### config.mk
export PLATFORM = sky130hd
export DESIGN_NAME = hci_to_rgb
export DESIGN_NICKNAME = d
export VERILOG_FILES = /design/src/rtl/hci_pkg.sv /design/src/rtl/hci_to_rgb.sv
export SDC_FILE = /design/constraint.sdc
export NUM_CORES = 1
export LEC_CHECK = 0
export BUFFER_PORTS_ARGS = -buffer_cell sky130_fd_sc_hd__buf_4
export CELL_PAD_IN_SITES_DETAIL_PLACEMENT = 2
export CELL_PAD_IN_SITES_GLOBAL_PLACEMENT = 2
export CORE_MARGIN = 4
export CORE_UTILIZATION = 41
export DETAILED_ROUTE_END_ITERATION = 16
export PLACE_DENSITY_LB_ADDON = 0.1
export SLEW_MARGIN = 20
export SYNTH_ARGS = -nofsm -noshare
export SYNTH_HDL_FRONTEND = slang
export SYNTH_SLANG_ARGS = --single-unit
### constraint.sdc
create_clock -name clock -period 7.79 [get_ports clock]
set_input_delay 1.558 -clock clock [delete_from_list [all_inputs] [get_ports clock]]
set_output_delay 1.558 -clock clock [all_outputs]
set_load 0.05 [all_outputs]
### src/rtl/hci_pkg.sv
// Shared types and constants for the HSV color interpolator.
package hci_pkg;

   localparam int CHANNEL_BITS     = 16;
   localparam int EASE_TABLE_DEPTH = 256;

   typedef logic [CHANNEL_BITS-1:0] channel_type;
   typedef logic [CHANNEL_BITS:0]   frac_type;

   typedef struct packed {
      channel_type start_red;
      channel_type start_green;
      channel_type start_blue;
      channel_type end_red;
      channel_type end_green;
      channel_type end_blue;
      frac_type    blend_progress;
   } req_type;

   typedef struct packed {
      channel_type out_red;
      channel_type out_green;
      channel_type out_blue;
   } rsp_type;

   typedef struct packed {
      channel_type hue;
      frac_type    sat;
      channel_type val;
   } hsv_type;

endpackage

### src/rtl/hci_to_rgb.sv
// HSV to RGB conversion in three register stages.
module hci_to_rgb (
   input  logic             clock,
   input  hci_pkg::hsv_type hsv,
   output hci_pkg::rsp_type rgb
);

   localparam int C = hci_pkg::CHANNEL_BITS;

   typedef enum logic [2:0] {
      SEC_RED_YELLOW,
      SEC_YELLOW_GREEN,
      SEC_GREEN_CYAN,
      SEC_CYAN_BLUE,
      SEC_BLUE_MAGENTA,
      SEC_MAGENTA_RED
   } sector_type;

   logic [2*C:0] vs_prod;
   logic [C+2:0] h6;
   logic [C:0]   xf_in;

   logic [C-1:0] c_ff;
   logic [C-1:0] v_ff;
   logic [2:0]   sec_ff;
   logic [C:0]   xf_ff;

   logic [2*C:0] x_prod;

   logic [C-1:0] x2_ff;
   logic [C-1:0] c2_ff;
   logic [C-1:0] m2_ff;
   logic [2:0]   sec2_ff;

   logic [C-1:0] rr;
   logic [C-1:0] gg;
   logic [C-1:0] bb;

   function automatic logic [C-1:0] sat_add(input logic [C-1:0] a, input logic [C-1:0] b);
      logic [C:0] s;
      s = {1'b0, a} + {1'b0, b};
      return s[C] ? {C{1'b1}} : s[C-1:0];
   endfunction

   assign vs_prod = (2*C+1)'(hsv.val) * (2*C+1)'(hsv.sat);
   assign h6      = (C+3)'(hsv.hue) * (C+3)'(6);
   assign xf_in   = h6[C] ? (((C+1)'(1) << C) - (C+1)'(h6[C-1:0])) : (C+1)'(h6[C-1:0]);

   always_ff @(posedge clock) begin
      c_ff   <= vs_prod[2*C-1:C];
      v_ff   <= hsv.val;
      sec_ff <= h6[C+2:C];
      xf_ff  <= xf_in;
   end

   assign x_prod = (2*C+1)'(c_ff) * (2*C+1)'(xf_ff);

   always_ff @(posedge clock) begin
      x2_ff   <= x_prod[2*C-1:C];
      c2_ff   <= c_ff;
      m2_ff   <= v_ff - c_ff;
      sec2_ff <= sec_ff;
   end

   always_comb begin
      case (sector_type'(sec2_ff))
         SEC_RED_YELLOW: begin
            rr = c2_ff; gg = x2_ff; bb = '0;
         end
         SEC_YELLOW_GREEN: begin
            rr = x2_ff; gg = c2_ff; bb = '0;
         end
         SEC_GREEN_CYAN: begin
            rr = '0; gg = c2_ff; bb = x2_ff;
         end
         SEC_CYAN_BLUE: begin
            rr = '0; gg = x2_ff; bb = c2_ff;
         end
         SEC_BLUE_MAGENTA: begin
            rr = x2_ff; gg = '0; bb = c2_ff;
         end
         default: begin
            rr = c2_ff; gg = '0; bb = x2_ff;
         end
      endcase
   end

   always_ff @(posedge clock) begin
      rgb.out_red   <= sat_add(rr, m2_ff);
      rgb.out_green <= sat_add(gg, m2_ff);
      rgb.out_blue  <= sat_add(bb, m2_ff);
   end

endmodule

* Yosys cells after proc, flatten, opt, wreduce, memory -nomap -nowiden
Cells that the tools add are included.
** Storage, ports and cells
- Register bits :: 151
- Latch bits :: 0
- Memory bits (writable) :: 0
- Memory bits (read-only) :: 0
- Input bits :: 50
- Word-level logic and storage cells :: 35
- Memories :: 0
** Cells by class
- Add/subtract/negate cells :: 5
- Multiply operators :: 3
- Divide/modulo/power cells :: 0
- Order comparisons :: 0
- Equal/unequal tests :: 4
- Shift operators :: 0
- Mux-type cells :: 4
- Bitwise operators :: 0
- Reduce and logical (&&, ||, !) cells :: 7
** Operator list (number)
- $pmux W16 S2 :: 3
- $mul A16 B17 Y32 :: 2
- $add A16 B16 Y17 :: 3
- $mul A16 B2 Y18 const B :: 1
- $sub A17 B16 Y17 const A :: 1
- $mux W16 :: 1
- $sub A16 B16 Y16 :: 1
- $reduce_or A2 Y1 :: 6
- $eq A3 B2 Y1 const B :: 2
- $eq A3 B1 Y1 const B :: 1
- $eq A3 B3 Y1 const B :: 1
- $logic_not A3 Y1 :: 1

* Logic depth before layout (Yosys ltp)
- Depth after elaboration :: 4
- Gate-level depth with buffers :: 23

* Worst setup path before layout
OpenSTA, ideal clock, no wires.
- Path kind :: input-to-reg
- Start point :: in hsv[8] (netlist bit)
- End point :: reg c_ff[10]
- Setup time :: 121 ps
- Arrival time :: 6961 ps
- Slack :: 709 ps
- Cell stages on the path :: 23
- Path buffers :: 2
- Cell sequence :: clkbuf_1 -> clkbuf_1 -> nand2_1 -> fa_1 -> inv_1 -> fa_1 -> inv_1 -> fa_1 -> inv_1 -> fa_1 -> fa_1 -> inv_1 -> fa_1 -> inv_1 -> ha_1 -> o211ai_1 -> o21ai_0 -> a21oi_1 -> a2111oi_1 -> o21ai_0 -> a211oi_1 -> nor3_1 -> xnor2_1
** Between the ends
- Word-level cells in the longest chain between the ends :: 1
** RTL lines
- start: declaration :: line hci_to_rgb.sv:4 : input hci_pkg::hsv_type hsv,
- $mul A16 B17 Y32 :: line hci_to_rgb.sv:45 : assign vs_prod = (2*C+1)'(hsv.val) * (2*C+1)'(hsv.sat);
- net vs_prod[26] :: line hci_to_rgb.sv:19 : logic [2*C:0] vs_prod;
- end signal: assignment :: line hci_to_rgb.sv:50 : c_ff <= vs_prod[2*C-1:C];
- end: declaration :: line hci_to_rgb.sv:23 : logic [C-1:0] c_ff;
The timed path passes the listed nets, and every way through them passes these cells.
A chain may end at the register's enable or synchronous reset.

* Worst setup path in the final report
- Start point :: in hsv[4] (netlist bit)
- End point :: reg c_ff[10]
The elaborated chain is that of the path after synthesis.

==> metrics.md <==
| Metric | Value |
|---|---|
| Root buffer cell | clkbuf_16 |
| Top cell type's share of synthesized area | 33.47% |
| First-pass GRT wire length | 125600 µm |
| Post-Place Setup Slack | 0.4276 ns |
| # rows | 88 |
| Cts hold-fix bufs | 0 |
| IO Pins | 98 |
| Setup Skew | 0.01539 ns |
| Post-synth EDFFs | 0 |
| Register area share after synthesis | 12.46% |
| Antenna Nets Post-Route | 0 |
| Largest cells by area after synthesis | fa_1 (33%), ha_1 (14%), dfxtp_1 (12%), inv_1 (7.7%), nand2_1 (6.9%) |
| Nets | 3539 |
| Die H | 250.5 µm |
| Max-slew violations | 0 |
| Worst path buffer plus inverter count | 6 |
| Family with the most delay on the worst path | adder cells |
| Worst-Skew Late Latency | 0.45 ns |
| Vias | 18880 |
| Crit Path Class | input port to flip-flop |
| RePlAce Congestion | 0.8322 |
| CP most frequent cell | fa_1 |
| Area Overhead vs Synth | 9.358% |
| Synth unique cells | 69 |
| Top FF cell, synth | dfxtp_1 |
| Synthesized area | 0.02411 mm² |
| Syn Nets | 3481 |
| CP Data Arrival Time | 7.31 ns |
| Die X-Extent | 250.5 µm |
| DR WL/cell | 21.93 µm |
| Hold Crit Class | flip-flop to flip-flop |
| Max stage delay cell, worst path | fa_1 |
| Post_cts resized | 0 |
| Routed vias/inst | 5.262 |
| Async S/R FF share, synth | 0% |
| ANT cells | 0 |
| R2R cell count | 21 |
| CP max FO | 18 |
| Most frequent cells in the layout | inv_1 (495), nand2_1 (443), fa_1 (403) |
| Clk slew on worst S/H paths | 0.07 ns |
| Die area | 0.06274 mm² |
| Largest stage delay, worst path | 0.55 ns |
| Residual DRC | 0 |
| Initial antenna violation count | 3 |
| RSZ-0062 raised after global routing | no |
| CP Cell Sequence | buf_4 > and2_1 > fa_1 > inv_1 > fa_1 > fa_1 > inv_1 > fa_1 > fa_1 > inv_1 > fa_1 > inv_1 > ha_1 > o211ai_1 > o21ai_0 > a21oi_1 > a2111oi_1 > buf_4 > o21ai_0 > a211oi_1 > nor3_1 > xnor2_1 |
| Startpoint Class | input port |
| Crit path setup slack, layout | 0.8173 ns |
| Cts bufs inserted | 17 |
| Layout cells sized above 1 | 6.837% |
| Levels on crit path | 22 |
| Yosys reg bits | 150 |
| Tcrit/Tclk final | 89.51% |
| Mapped Cells | 2752 |
| Highest clock rate | 143.4 MHz |
| Hold Vio Cnt, Final | 0 |
| Initial core utilization | 41.62% |
| Final setup TNS | 0 ns |
| Synthesis Warnings | 0 |
| Worst Tran Pin Value | 1.038 ns |
| Placeable Area | 0.05792 mm² |
| 1st-iter DRT viols | 752 |
| Pre-antenna DRT Iters | 5 |
| MaxCap Viol Count | 0 |
| WP data required | 8.13 ns |
| All-Layer GR Usage | 25.47% |
| PortBufs | 97 |
| Leading cell type in the layout, fill and taps excluded | inv_1 |
| Setup violators final | 0 |
| Setup bufs post-CTS | 0 |
| Grt total ovfl | 0 |
| DP HPWL | 64270 µm |
| TritonCTS clock tree | built |
| Number of global-route vias before repair | 22410 |
| H-tree Lvls | 4 |
| Routed WL | 78690 µm |
| Syn Area/Cell | 8.759 µm² |
| Max clock buf depth | 2 |
| Rel. slew slack | 30.71% |
| Status | finished clean |
| Largest net degree at the start of global routing | 38 |
| Yosys top cell by area | fa_1 |
| Clock sinks | 150 |
| Final Critical Period | 6.973 ns |
| Number of cells on the worst hold path | 0 |
| CP endpoint kind | flip-flop |
-- stage by stage --
stage	cell area, µm²	hold WS, ns	utilization [%]	cells
global route	26360	0.3448	45.52	3588
floorplan	24110	0.3096	-	2752
detailed placement	25720	0.3225	44.41	3556
global placement	25720	0.3189	44.40	3556
finish	26360	0.3353	45.52	3588
CTS	26350	0.3372	45.50	3588
-- routing by layer --
metal  global-route usage (%)  part of all wire (%)
met1                    31.68                    43
met5                        0                 0.036
met4                    8.226                   3.3
met2                    45.47                    50
met3                    3.852                   3.7
-- cell families after synthesis --
kind of cell,share of synthesized area (%)
fa+ha+maj,47.79
mux,0.7941
flops,12.46
xor+xnor,4.178
compound gates,7.947
buf+inv,9.234
simple gates,17.60
-- registers in the layout, indices dropped and copies added, names as in the netlist --
| name | flops |
|---|---|
| sec_ff | 3 |
| c_ff | 16 |
| m2_ff | 16 |
| rgb | 48 |
| c2_ff | 16 |
| v_ff | 16 |
| sec2_ff | 3 |
| x2_ff | 16 |
| xf_ff | 16 |
-- synthesized netlist by cell type, drive strengths merged, types with 3 or more instances --
cell,count
a31oi,12
xor2,38
inv,495
and3,8
and2,239
xnor2,77
o211ai,9
or2,5
fa,403
nor2,77
or3,14
nor2b,10
o21ai,85
buf,5
a22oi,3
mux2i,18
o21a,7
a31o,5
a21o,24
o31ai,7
nor3,26
a211o,4
clkbuf,92
dfxtp,150
nor4,4
nand2,443
a21boi,7
nand2b,19
nand3,31
nand4,8
o21bai,11
a211oi,12
ha,276
a21oi,95
-- final timing paths --
| check | startpoint | to | slack [ns] |
|---|---|---|---|
| setup / recovery | hsv[4] | c_ff[10]$_DFF_P_ | 0.82 |
| hold / removal | sec_ff[2]$_DFF_P_ | sec2_ff[2]$_DFF_P_ | 0.34 |
| setup reg to reg | c_ff[5]$_DFF_P_ | x2_ff[10]$_DFF_P_ | 1.03 |
| hold reg to reg | sec_ff[2]$_DFF_P_ | sec2_ff[2]$_DFF_P_ | 0.34 |
-- worst register-to-register path, stage by stage, from the launching register on --
cell      delay, ns
dfxtp_1        0.82
and2_1         0.27
fa_1           0.41
inv_1          0.08
fa_1           0.43
fa_1           0.52
inv_1          0.06
fa_1           0.52
fa_1           0.50
inv_1          0.05
fa_1           0.50
inv_1          0.07
ha_1           0.30
nand4_1        0.12
nor2_1         0.06
a221oi_1       0.30
a21boi_0       0.14
buf_4          0.18
o311ai_2       0.60
nor2_1         0.14
o41ai_1        0.44
xnor2_1        0.15
-- final cells by class --
class,count,area [µm²]
repair buffers,136,1021
fillers,6423,31550
inverters,495,1858
flip-flops and latches,150,3003
multi-input cells,2010,18890
clock inverters,15,207.7
well taps,765,957.2
clock buffers,17,425.4
Power is not shown: default switching activity piles up to over one toggle a cycle in this logic, so the estimate is an artifact.
