`src/rtl/hci_pkg.sv`:
```
// Shared types and constants for the HSV color interpolator.
package hci_pkg;

   localparam int CHANNEL_BITS     = 16;
   localparam int EASE_TABLE_DEPTH = 256;

   typedef logic [CHANNEL_BITS-1:0] channel_type;
   typedef logic [CHANNEL_BITS:0]   frac_type;

   typedef struct packed {
      channel_type start_red;
      channel_type start_green;
      channel_type start_blue;
      channel_type end_red;
      channel_type end_green;
      channel_type end_blue;
      frac_type    blend_progress;
   } req_type;

   typedef struct packed {
      channel_type out_red;
      channel_type out_green;
      channel_type out_blue;
   } rsp_type;

   typedef struct packed {
      channel_type hue;
      frac_type    sat;
      channel_type val;
   } hsv_type;

endpackage

```
`src/rtl/hci_div.sv`:
```
// Pipelined restoring divider, one quotient bit per stage.
module hci_div #(
   parameter int DEN_BITS  = 16,
   parameter int QUOT_BITS = 17
) (
   input  logic                 clock,
   input  logic [DEN_BITS-1:0]  num,
   input  logic [DEN_BITS-1:0]  den,
   output logic [QUOT_BITS-1:0] quot
);

   logic [DEN_BITS:0]    rem_ff [QUOT_BITS];
   logic [DEN_BITS-1:0]  den_ff [QUOT_BITS];
   logic [QUOT_BITS-1:0] q_ff   [QUOT_BITS];

   for (genvar j = 0; j < QUOT_BITS; j++) begin : g_stage
      logic [DEN_BITS:0]    rem_src;
      logic [DEN_BITS-1:0]  den_src;
      logic [QUOT_BITS-1:0] q_src;
      logic                 ge;
      logic [DEN_BITS:0]    rem_in;

      if (j == 0) begin : g_first
         assign rem_src = {1'b0, num};
         assign den_src = den;
         assign q_src   = '0;
      end else begin : g_next
         assign rem_src = rem_ff[j-1];
         assign den_src = den_ff[j-1];
         assign q_src   = q_ff[j-1];
      end

      assign ge     = rem_src >= {1'b0, den_src};
      assign rem_in = ge ? (rem_src - {1'b0, den_src}) : rem_src;

      always_ff @(posedge clock) begin
         rem_ff[j] <= {rem_in[DEN_BITS-1:0], 1'b0};
         den_ff[j] <= den_src;
         q_ff[j]   <= {q_src[QUOT_BITS-2:0], ge};
      end
   end

   assign quot = q_ff[QUOT_BITS-1];

endmodule

```
`src/rtl/hci_to_hsv.sv`:
```
// RGB to HSV conversion: extremes and hue numerator, then two pipelined dividers.
module hci_to_hsv (
   input  logic                 clock,
   input  hci_pkg::channel_type red,
   input  hci_pkg::channel_type green,
   input  hci_pkg::channel_type blue,
   output hci_pkg::hsv_type     hsv
);

   localparam int C = hci_pkg::CHANNEL_BITS;
   localparam int Q = C + 1;

   logic [C-1:0] mx;
   logic [C-1:0] mn;
   logic [C-1:0] delta;
   logic [C+2:0] d1;
   logic [C+2:0] d2;
   logic [C+2:0] d4;
   logic [C+2:0] num_in;

   logic [C+2:0] hnum_ff;
   logic [C+2:0] hden_ff;
   logic [C-1:0] delta_ff;
   logic [C-1:0] max_ff;
   logic         dz_ff;
   logic         mz_ff;

   logic [C-1:0] v_dly_ff  [Q];
   logic         dz_dly_ff [Q];
   logic         mz_dly_ff [Q];

   logic [Q-1:0] hq;
   logic [Q-1:0] sq;

   always_comb begin
      mx = red;
      mn = red;
      if (green > mx) begin
         mx = green;
      end
      if (blue > mx) begin
         mx = blue;
      end
      if (green < mn) begin
         mn = green;
      end
      if (blue < mn) begin
         mn = blue;
      end
      delta = mx - mn;
      d1    = (C+3)'(delta);
      d2    = d1 << 1;
      d4    = d1 << 2;
      if (mx == red) begin
         num_in = (C+3)'(green) - (C+3)'(blue) + ((green < blue) ? (d2 + d4) : '0);
      end else if (mx == green) begin
         num_in = d2 + (C+3)'(blue) - (C+3)'(red);
      end else begin
         num_in = d4 + (C+3)'(red) - (C+3)'(green);
      end
   end

   always_ff @(posedge clock) begin
      hnum_ff  <= num_in;
      hden_ff  <= d2 + d4;
      delta_ff <= delta;
      max_ff   <= mx;
      dz_ff    <= (delta == '0);
      mz_ff    <= (mx == '0);
   end

   always_ff @(posedge clock) begin
      v_dly_ff[0]  <= max_ff;
      dz_dly_ff[0] <= dz_ff;
      mz_dly_ff[0] <= mz_ff;
      for (int j = 1; j < Q; j++) begin
         v_dly_ff[j]  <= v_dly_ff[j-1];
         dz_dly_ff[j] <= dz_dly_ff[j-1];
         mz_dly_ff[j] <= mz_dly_ff[j-1];
      end
   end

   hci_div #(.DEN_BITS(C + 3), .QUOT_BITS(Q)) u_hue_div (
      .clock (clock),
      .num   (hnum_ff),
      .den   (hden_ff),
      .quot  (hq)
   );

   hci_div #(.DEN_BITS(C), .QUOT_BITS(Q)) u_sat_div (
      .clock (clock),
      .num   (delta_ff),
      .den   (max_ff),
      .quot  (sq)
   );

   assign hsv.hue = dz_dly_ff[Q-1] ? '0 : hq[C-1:0];
   assign hsv.sat = mz_dly_ff[Q-1] ? '0 : sq;
   assign hsv.val = v_dly_ff[Q-1];

endmodule

```
`config.mk`:
```
export PLATFORM = sky130hd
export DESIGN_NAME = hci_to_hsv
export DESIGN_NICKNAME = d
export VERILOG_FILES = /design/src/rtl/hci_pkg.sv /design/src/rtl/hci_div.sv /design/src/rtl/hci_to_hsv.sv
export SDC_FILE = /design/constraint.sdc
export NUM_CORES = 2
export LEC_CHECK = 0
export BUFFER_PORTS_ARGS = -buffer_cell sky130_fd_sc_hd__buf_4
export CAP_MARGIN = 20
export CORE_ASPECT_RATIO = 1.75
export CORE_MARGIN = 3
export CORE_UTILIZATION = 61
export DETAILED_ROUTE_END_ITERATION = 7
export PLACE_DENSITY = 0.78
export RECOVER_POWER = 100
export SYNTH_ARGS = -nofsm -noshare
export SYNTH_HDL_FRONTEND = slang
export SYNTH_SLANG_ARGS = --single-unit
export TNS_END_PERCENT = 10
```
`constraint.sdc`:
```
create_clock -name clock -period 22.3 [get_ports clock]
set_clock_uncertainty 0.2 [all_clocks]
set_input_delay 4.46 -clock clock [delete_from_list [all_inputs] [get_ports clock]]
set_output_delay 4.46 -clock clock [all_outputs]
set_load 0.005 [all_outputs]
```
== Yosys cells after proc, flatten, opt, wreduce, memory -nomap -nowiden ==
Memory sizes are Yosys's and may differ from the RTL's.
Cells that the tools add are included.

* Bits in registers: 72
* Memory bits (writable): 2074
* Input bits: 49
* Output and inout bits: 49
* Logic and storage cells: 143
* Memories kept: 9

* Add/sub/neg operators: 42
* $lt $le $gt $ge: 39
* Equal/unequal tests: 2
* Mux-type cells: 43
* Reductions and logical operators: 2

{| class="wikitable"
|+ Memory list
! memory !! words !! bits a word !! rd ports !! clocked after Yosys merged registers in !! wr ports !! line !! text
|-
| u_hue_div.den_ff || 17 || 19 || 16 || 0 || 17 || hci_div.sv:13 || <nowiki>logic [DEN_BITS-1:0] den_ff [QUOT_BITS];</nowiki>
|-
| u_hue_div.rem_ff || 17 || 19 || 16 || 0 || 17 || hci_div.sv:12 || <nowiki>logic [DEN_BITS:0] rem_ff [QUOT_BITS];</nowiki>
|-
| u_hue_div.q_ff || 17 || 17 || 17 || 0 || 17 || hci_div.sv:14 || <nowiki>logic [QUOT_BITS-1:0] q_ff [QUOT_BITS];</nowiki>
|-
| u_sat_div.q_ff || 17 || 17 || 17 || 0 || 17 || hci_div.sv:14 ||
|-
| u_sat_div.den_ff || 17 || 16 || 16 || 0 || 17 || hci_div.sv:13 ||
|-
| u_sat_div.rem_ff || 17 || 16 || 16 || 0 || 17 || hci_div.sv:12 ||
|-
| 3 more memories || -- || -- || -- || -- || -- || -- ||
|}

{| class="wikitable"
|+ Operators with widths
! kind !! number
|-
| two-way mux 19 bit || 20
|-
| two-way mux 16 bit || 22
|-
| subtractor 19 bit || 17
|-
| >= comparator 20 x 19 -> 1 bit || 16
|-
| subtractor 16 bit || 18
|-
| >= comparator 17 x 16 -> 1 bit || 16
|-
| less-than comparator 16 bit || 3
|-
| equality test 16 bit || 2
|-
| greater-than comparator 16 bit || 2
|-
| zero test 16 bit || 2
|-
| adder 17 x 18 -> 19 bit || 1
|-
| adder 18 x 16 -> 19 bit || 1
|-
| adder 19 bit || 1
|-
| >= comparator 19 bit || 1
|-
| subtractor 18 x 16 -> 19 bit || 1
|-
| subtractor 19 x 16 -> 19 bit || 1
|-
| adder 17 x 16 -> 18 bit || 1
|-
| two-way mux 17 bit || 1
|-
| subtractor 16 x 16 -> 17 bit || 1
|-
| >= comparator 16 bit || 1
|}

== Logic depth before layout (Yosys ltp) ==
* Word-level depth: 9
* Depth in mapped cells: 51
* Gate-level depth less buffers: 48

== Hierarchy ==
From an unflattened synthesis, not the netlist that was laid out.

* Cells, all modules: 8062
* Area, all modules: 79585.1 µm²

{| class="wikitable"
|+ By module, submodules not included
! module !! times used !! cells each !! area an instance (µm²) !! sequential area each (µm²)
|-
| hci_div (u_hue_div) || 1 || 3542 || 34699.5 || 15234.6
|-
| hci_div (u_sat_div) || 1 || 3000 || 29154.2 || 13312.8
|-
| hci_to_hsv || 1 || 1520 || 15731.3 || 7527.2
|}

== Least setup slack after synthesis ==
OpenSTA, ideal clock, no wires.

* Path kind: input to register
* Start: in red[1]
* End: reg hnum_ff[18]
* Setup time: 0.132 ns
* Data arrival time: 13.864 ns
* Required time: 21.968 ns
* Slack: 8.103 ns
* Cell stages on the path: 46
* Path through: inv_1 > ha_1 > nor2b_1 > o211ai_1 > a211oi_2 > nor3_1 > clkbuf_1 > clkbuf_1 > a21oi_1 > ha_1 > nand2_1 > o21a_1 > a2111oi_0 > o41ai_1 > o211ai_1 > buf_2 > clkbuf_1 > clkbuf_1 > [... 10 more ...] > o21ai_0 > and3b_1 > o41ai_1 > xor2_1 > xnor2_1 > and2_1 > ha_1 > a21oi_1 > o21bai_1 > a21oi_1 > o21ai_0 > a21o_1 > a21o_1 > a21o_1 > a21oi_1 > xor2_1 > xnor2_1 > a21oi_1

* Word-level cells in the longest chain between the ends: 9

{| class="wikitable"
|+ Ends and longest elaborated chain
! element !! line !! text
|-
| from (decl) || hci_to_hsv.sv:4 || <nowiki>input hci_pkg::channel_type red,</nowiki>
|-
| greater-than comparator 16 bit / less-than comparator 16 bit (equally long branches) || hci_to_hsv.sv:38, hci_to_hsv.sv:44 ||
|-
| two-way mux 16 bit, on equally long branches || hci_to_hsv.sv:38, hci_to_hsv.sv:44 ||
|-
| greater-than comparator 16 bit / less-than comparator 16 bit (equally long branches) || hci_to_hsv.sv:41, hci_to_hsv.sv:47 ||
|-
| two-way mux 16 bit, on equally long branches || hci_to_hsv.sv:41, hci_to_hsv.sv:47 ||
|-
| subtractor 16 bit * || hci_to_hsv.sv:50 || <nowiki>delta = mx - mn;</nowiki>
|-
| named net delta[4] || hci_to_hsv.sv:15 || <nowiki>logic [C-1:0] delta;</nowiki>
|-
| adder 18 x 16 -> 19 bit, or another cell as far along || hci_to_hsv.sv:59 || <nowiki>num_in = d4 + (C+3)'(red) - (C+3)'(green);</nowiki>
|-
| subtractor 19 x 16 -> 19 bit, or another cell as far along || hci_to_hsv.sv:59 ||
|-
| two-way mux 19 bit / adder 19 bit (equally long branches) || hci_to_hsv.sv:56, hci_to_hsv.sv:55 ||
|-
| two-way mux 19 bit * || hci_to_hsv.sv:54 || <nowiki>if (mx == red) begin</nowiki>
|-
| named net num_in[18] || hci_to_hsv.sv:19 || <nowiki>logic [C+2:0] num_in;</nowiki>
|-
| to (signal assigned) || hci_to_hsv.sv:64 || <nowiki>hnum_ff <= num_in;</nowiki>
|-
| to (decl) || hci_to_hsv.sv:21 || <nowiki>logic [C+2:0] hnum_ff;</nowiki>
|}

The timed path passes the listed nets; every way through them passes the cells marked *.

== Worst setup path in the final report ==
* Start: in red[15]
* End: reg hnum_ff[18]

* Word-level cells in the longest chain between the ends: 9

{| class="wikitable"
|+ Ends and longest elaborated chain
! element !! line !! text
|-
| greater-than comparator 16 bit || hci_to_hsv.sv:38 || <nowiki>if (green > mx) begin</nowiki>
|-
| two-way mux 16 bit * || hci_to_hsv.sv:38 ||
|-
| greater-than comparator 16 bit || hci_to_hsv.sv:41 || <nowiki>if (blue > mx) begin</nowiki>
|-
| two-way mux 16 bit * || hci_to_hsv.sv:41 ||
|-
| named net mx[1] || hci_to_hsv.sv:13 || <nowiki>logic [C-1:0] mx;</nowiki>
|-
| subtractor 16 bit * || hci_to_hsv.sv:50 ||
|-
| named net delta[4] || hci_to_hsv.sv:15 ||
|-
| adder 18 x 16 -> 19 bit, or another cell as far along || hci_to_hsv.sv:59 ||
|-
| subtractor 19 x 16 -> 19 bit, or another cell as far along || hci_to_hsv.sv:59 ||
|-
| two-way mux 19 bit / adder 19 bit (equally long branches) || hci_to_hsv.sv:56, hci_to_hsv.sv:55 ||
|-
| two-way mux 19 bit * || hci_to_hsv.sv:54 ||
|-
| named net num_in[18] || hci_to_hsv.sv:19 ||
|}

Marked as above.

==> metrics.txt <==
# TYPE chip_impl_metric gauge
chip_impl_info{name="status",value="finished with violations"} 1
chip_impl_info{name="violations",value="capacitance limit, slew limit"} 1
chip_impl_metric{name="avg_synthesized_cell_area",unit="sq um"} 9.56
chip_impl_metric{name="count_of_final_max_slew_check_failures",unit=""} 45
chip_impl_metric{name="finalCriticalPeriod",unit="ns"} 18.38
chip_impl_metric{name="synthArstFlopShare",unit="%"} 0
chip_impl_metric{name="rows",unit=""} 162
chip_impl_metric{name="drcViolationCount",unit=""} 0
chip_impl_metric{name="cp.required",unit="ns"} 22.67
chip_impl_metric{name="global_route_usage_sum",unit="%"} 30.5
chip_impl_info{name="worst_path_most_repeated_cell",value="a21oi_1"} 1
chip_impl_metric{name="critPathMaxStageDelay",unit="ns"} 0.99
chip_impl_info{name="worstSetupEndpointType",value="register"} 1
chip_impl_metric{name="yosys_warnings",unit=""} 0
chip_impl_metric{name="initial_utilization",unit="%"} 61.5
chip_impl_info{name="netlist.top_cell.by_area",value="dfxtp_1"} 1
chip_impl_metric{name="htree_levels",unit=""} 3
chip_impl_metric{name="design.core.area",unit="sq um"} 111000
chip_impl_metric{name="antenna_violating_nets_post_route",unit=""} 0
chip_impl_metric{name="synth_sequential_area_ratio",unit="%"} 43.7
chip_impl_metric{name="max_capacitance_violation_total",unit=""} 2
chip_impl_metric{name="syn_area",unit="sq um"} 68600
chip_impl_metric{name="gpl.final_weighted_congestion",unit=""} 1.05
chip_impl_metric{name="fmax",unit="MHz"} 54.4
chip_impl_metric{name="synth_enable_flop_cells",unit=""} 0
chip_impl_metric{name="worst-path-max-fanout",unit=""} 28
chip_impl_metric{name="grt_pass1_vias",unit=""} 53089
chip_impl_metric{name="transition_time_at_the_pin_with_the_least_slew_margin",unit="ns"} 1.86
chip_impl_metric{name="sum_of_negative_setup_slack",unit="ns"} 0
chip_impl_metric{name="clkTransAtPathRegs",unit="ns"} 0.08
chip_impl_info{name="cts_root_buffer",value="clkbuf_16"} 1
chip_impl_metric{name="dpl.cell_count",unit=""} 8684
chip_impl_metric{name="numCtsBuffers",unit=""} 120
chip_impl_metric{name="layout-drive-gt1-share",unit="%"} 8.02
chip_impl_metric{name="fp.dieW",unit="um"} 259
chip_impl_info{name="worst_path_dominant_cell_family",value="compound AO/OA/AOI/OAI gates"} 1
chip_impl_metric{name="nNetsFinal",unit=""} 8173
chip_impl_info{name="grt_setup_unrepaired",value="no"} 1
chip_impl_metric{name="postCtsHoldBufs",unit=""} 0
chip_impl_metric{name="dr.first_iter.drc_count",unit=""} 2101
chip_impl_metric{name="insertion_delay",unit="ns"} 0.77
chip_impl_metric{name="die_footprint",unit="sq um"} 117000
chip_impl_metric{name="r2r_setup_slack",unit="ns"} 16.05
chip_impl_metric{name="timing.slew.headroom",unit="%"} -23.9
chip_impl_metric{name="top_level_ports",unit=""} 98
chip_impl_info{name="synth.top_cells.by_count",value="dfxtp_1, inv_1, ha_1, nor2_1, a21oi_1"} 1
chip_impl_metric{name="ctsResizeCount",unit=""} 0
chip_impl_metric{name="critical_path_buf_inv_count",unit=""} 5
chip_impl_metric{name="grt-ovfl-total",unit=""} 0
chip_impl_info{name="criticalPathCategory",value="in -> reg"} 1
chip_impl_metric{name="ys_ff_latch",unit=""} 1498
chip_impl_metric{name="vias",unit=""} 49636
chip_impl_metric{name="finish.cell_count_without_fillers",unit=""} 8916
chip_impl_metric{name="drt-wirelength-per-cell",unit="um"} 20.1
chip_impl_metric{name="drt_first_pass_iters",unit=""} 5
chip_impl_metric{name="post_route_clock_period_utilization",unit="%"} 82.4
chip_impl_metric{name="place_hpwl",unit="um"} 144000
chip_impl_metric{name="synth_fp_nets",unit=""} 8017
chip_impl_metric{name="synth_top_area_share",unit="%"} 43.7
chip_impl_info{name="synth_top_cells_by_area",value="dfxtp_1, ha_1, inv_1, mux2_2, xnor2_1"} 1
chip_impl_metric{name="timing.final.hold_violations",unit=""} 0
chip_impl_metric{name="clock_sink_count",unit=""} 1498
chip_impl_info{name="yosys.cell_count.top_type",value="dfxtp_1"} 1
chip_impl_metric{name="synth_cells",unit=""} 7175
chip_impl_metric{name="antenna_found_initial",unit=""} 8
chip_impl_metric{name="grt_first_pass_wirelength",unit="um"} 274000
chip_impl_info{name="worst_setup_path_start_kind",value="input pin"} 1
chip_impl_info{name="crit_slowest_cell",value="clkbuf_1"} 1
chip_impl_metric{name="arr_time_crit_path",unit="ns"} 18.75
chip_impl_metric{name="post-cts-setup-buffers",unit=""} 0
chip_impl_metric{name="floorplan.die.height",unit="um"} 450
chip_impl_info{name="clock_tree_from_tritoncts",value="yes"} 1
chip_impl_metric{name="sum_of_routed_wire_length_over_all_layers",unit="um"} 179000
chip_impl_metric{name="count_of_cell_types_in_the_netlist",unit=""} 81
chip_impl_metric{name="cts_buffer_depth",unit=""} 3
chip_impl_metric{name="syn2layout_area_growth",unit="%"} 9.84
chip_impl_metric{name="grt_start_max_net_pins",unit=""} 38
chip_impl_metric{name="avgViaCountPerCell",unit=""} 5.57
chip_impl_info{name="hold_path.class",value="reg -> reg"} 1
chip_impl_info{name="synth_ff_type",value="dfxtp_1"} 1
chip_impl_metric{name="setup_viol_count_final",unit=""} 0
chip_impl_metric{name="portBuffers",unit=""} 97
cells by family after synthesis:
family / Yosys count / share of synthesized area (%)
simple gates: 1494 / 10.2
buf+inv: 1095 / 6.01
xor+xnor: 439 / 5.63
mux: 322 / 5.25
flops: 1498 / 43.7
compound gates: 1533 / 14.0
fa+ha+maj: 794 / 15.2
area by class of cell:
class                      instances  area [sq um]
antenna                            5          12.5
inverter                        1010          3790
multi-input combinational       4582         34500
fill                            8442         36200
timing repair buffer             119           853
tap                             1476          1850
clock buffer                     153          3360
sequential                      1498         30000
clock inverter                    73          1020
layout by cell type, fill, tap and decap left out, types with 14 or more instances in the layout:
| cell | synthesis | layout |
|---|---|---|
| a211o_1 | 19 | 19 |
| a21boi_0 | 219 | 219 |
| a21o_1 | 226 | 226 |
| a21oi_1 | 445 | 446 |
| a221oi_1 | 18 | 18 |
| and2_1 | 36 | 25 |
| and4_1 | 20 | 20 |
| buf_4 | 0 | 56 |
| bufinv_16 | 0 | 17 |
| clkbuf_1 | 78 | 26 |
| clkbuf_16 | 0 | 120 |
| clkbuf_4 | 0 | 46 |
| clkbuf_8 | 0 | 23 |
| clkinv_2 | 0 | 21 |
| dfxtp_1 | 1498 | 1498 |
| fa_1 | 67 | 67 |
| ha_1 | 726 | 726 |
| inv_1 | 1009 | 1010 |
| mux2_1 | 1 | 47 |
| mux2_2 | 286 | 240 |
| mux2i_1 | 33 | 33 |
| nand2_1 | 408 | 409 |
| nand2b_1 | 89 | 89 |
| nand3_1 | 43 | 43 |
| nand4_1 | 98 | 99 |
| nor2_1 | 558 | 558 |
| nor2b_1 | 127 | 127 |
| nor3_1 | 25 | 24 |
| nor4_1 | 46 | 45 |
| o211ai_1 | 22 | 24 |
| o21a_1 | 57 | 57 |
| o21ai_0 | 399 | 402 |
| o21bai_1 | 21 | 21 |
| o221a_2 | 14 | 14 |
| xnor2_1 | 301 | 301 |
| xor2_1 | 137 | 137 |
flip-flops by register name, indices dropped and copies added (netlist names):
name,cells
u_sat_div.rem_ff,256
u_hue_div.q_ff,136
v_dly_ff,17
dz_ff,1
u_sat_div.den_ff,255
u_sat_div.q_ff,153
u_hue_div.rem_ff,289
dz_dly_ff,17
hnum_ff,19
u_hue_div.den_ff,288
max_ff,16
hden_ff,17
mz_dly_ff,17
delta_ff,16
mz_ff,1
final timing paths:
| kind | startpoint | endpoint | depth (start not counted) |
|---|---|---|---|
| setup / recovery | red[15] | hnum_ff[18]$_DFF_P_ | 46 |
| hold reg to reg | u_sat_div.q_ff[10][10]$_DFF_P_ | u_sat_div.q_ff[11][11]$_DFF_P_ | 0 |
| setup reg to reg | u_hue_div.den_ff[0][249]$_DFF_P_ | u_hue_div.rem_ff[0][272]$_DFF_P_ | 20 |
| hold / removal | u_sat_div.q_ff[10][10]$_DFF_P_ | u_sat_div.q_ff[11][11]$_DFF_P_ | 0 |
per-layer routing:
metal / vias up / global-route usage, % / share of wire (%)
met3: 847 / 4.54 / 3.1
li1: 24316 / - / -
met2: 1176 / 61.5 / 56
met4: 4 / 35.0 / 14
met1: 23293 / 21.1 / 27
met5: - / 0 / 0.012
through the flow:
stage | area, sq um | worst slack (ns) | hold WS, ns | utilization (%)
global placement | 71000 | 5.13 | 0.109 | 63.7
global route | 75300 | 3.04 | 0.121 | 67.6
CTS | 75400 | 5.86 | 0.118 | 67.6
floorplan | 68600 | 8.10 | 0.110 | -
detailed placement | 71000 | 5.08 | 0.112 | 63.7
finish | 75300 | 3.92 | 0.121 | 67.6
Power is not shown: default switching activity piles up to over one toggle a cycle in this logic, so the estimate is an artifact.
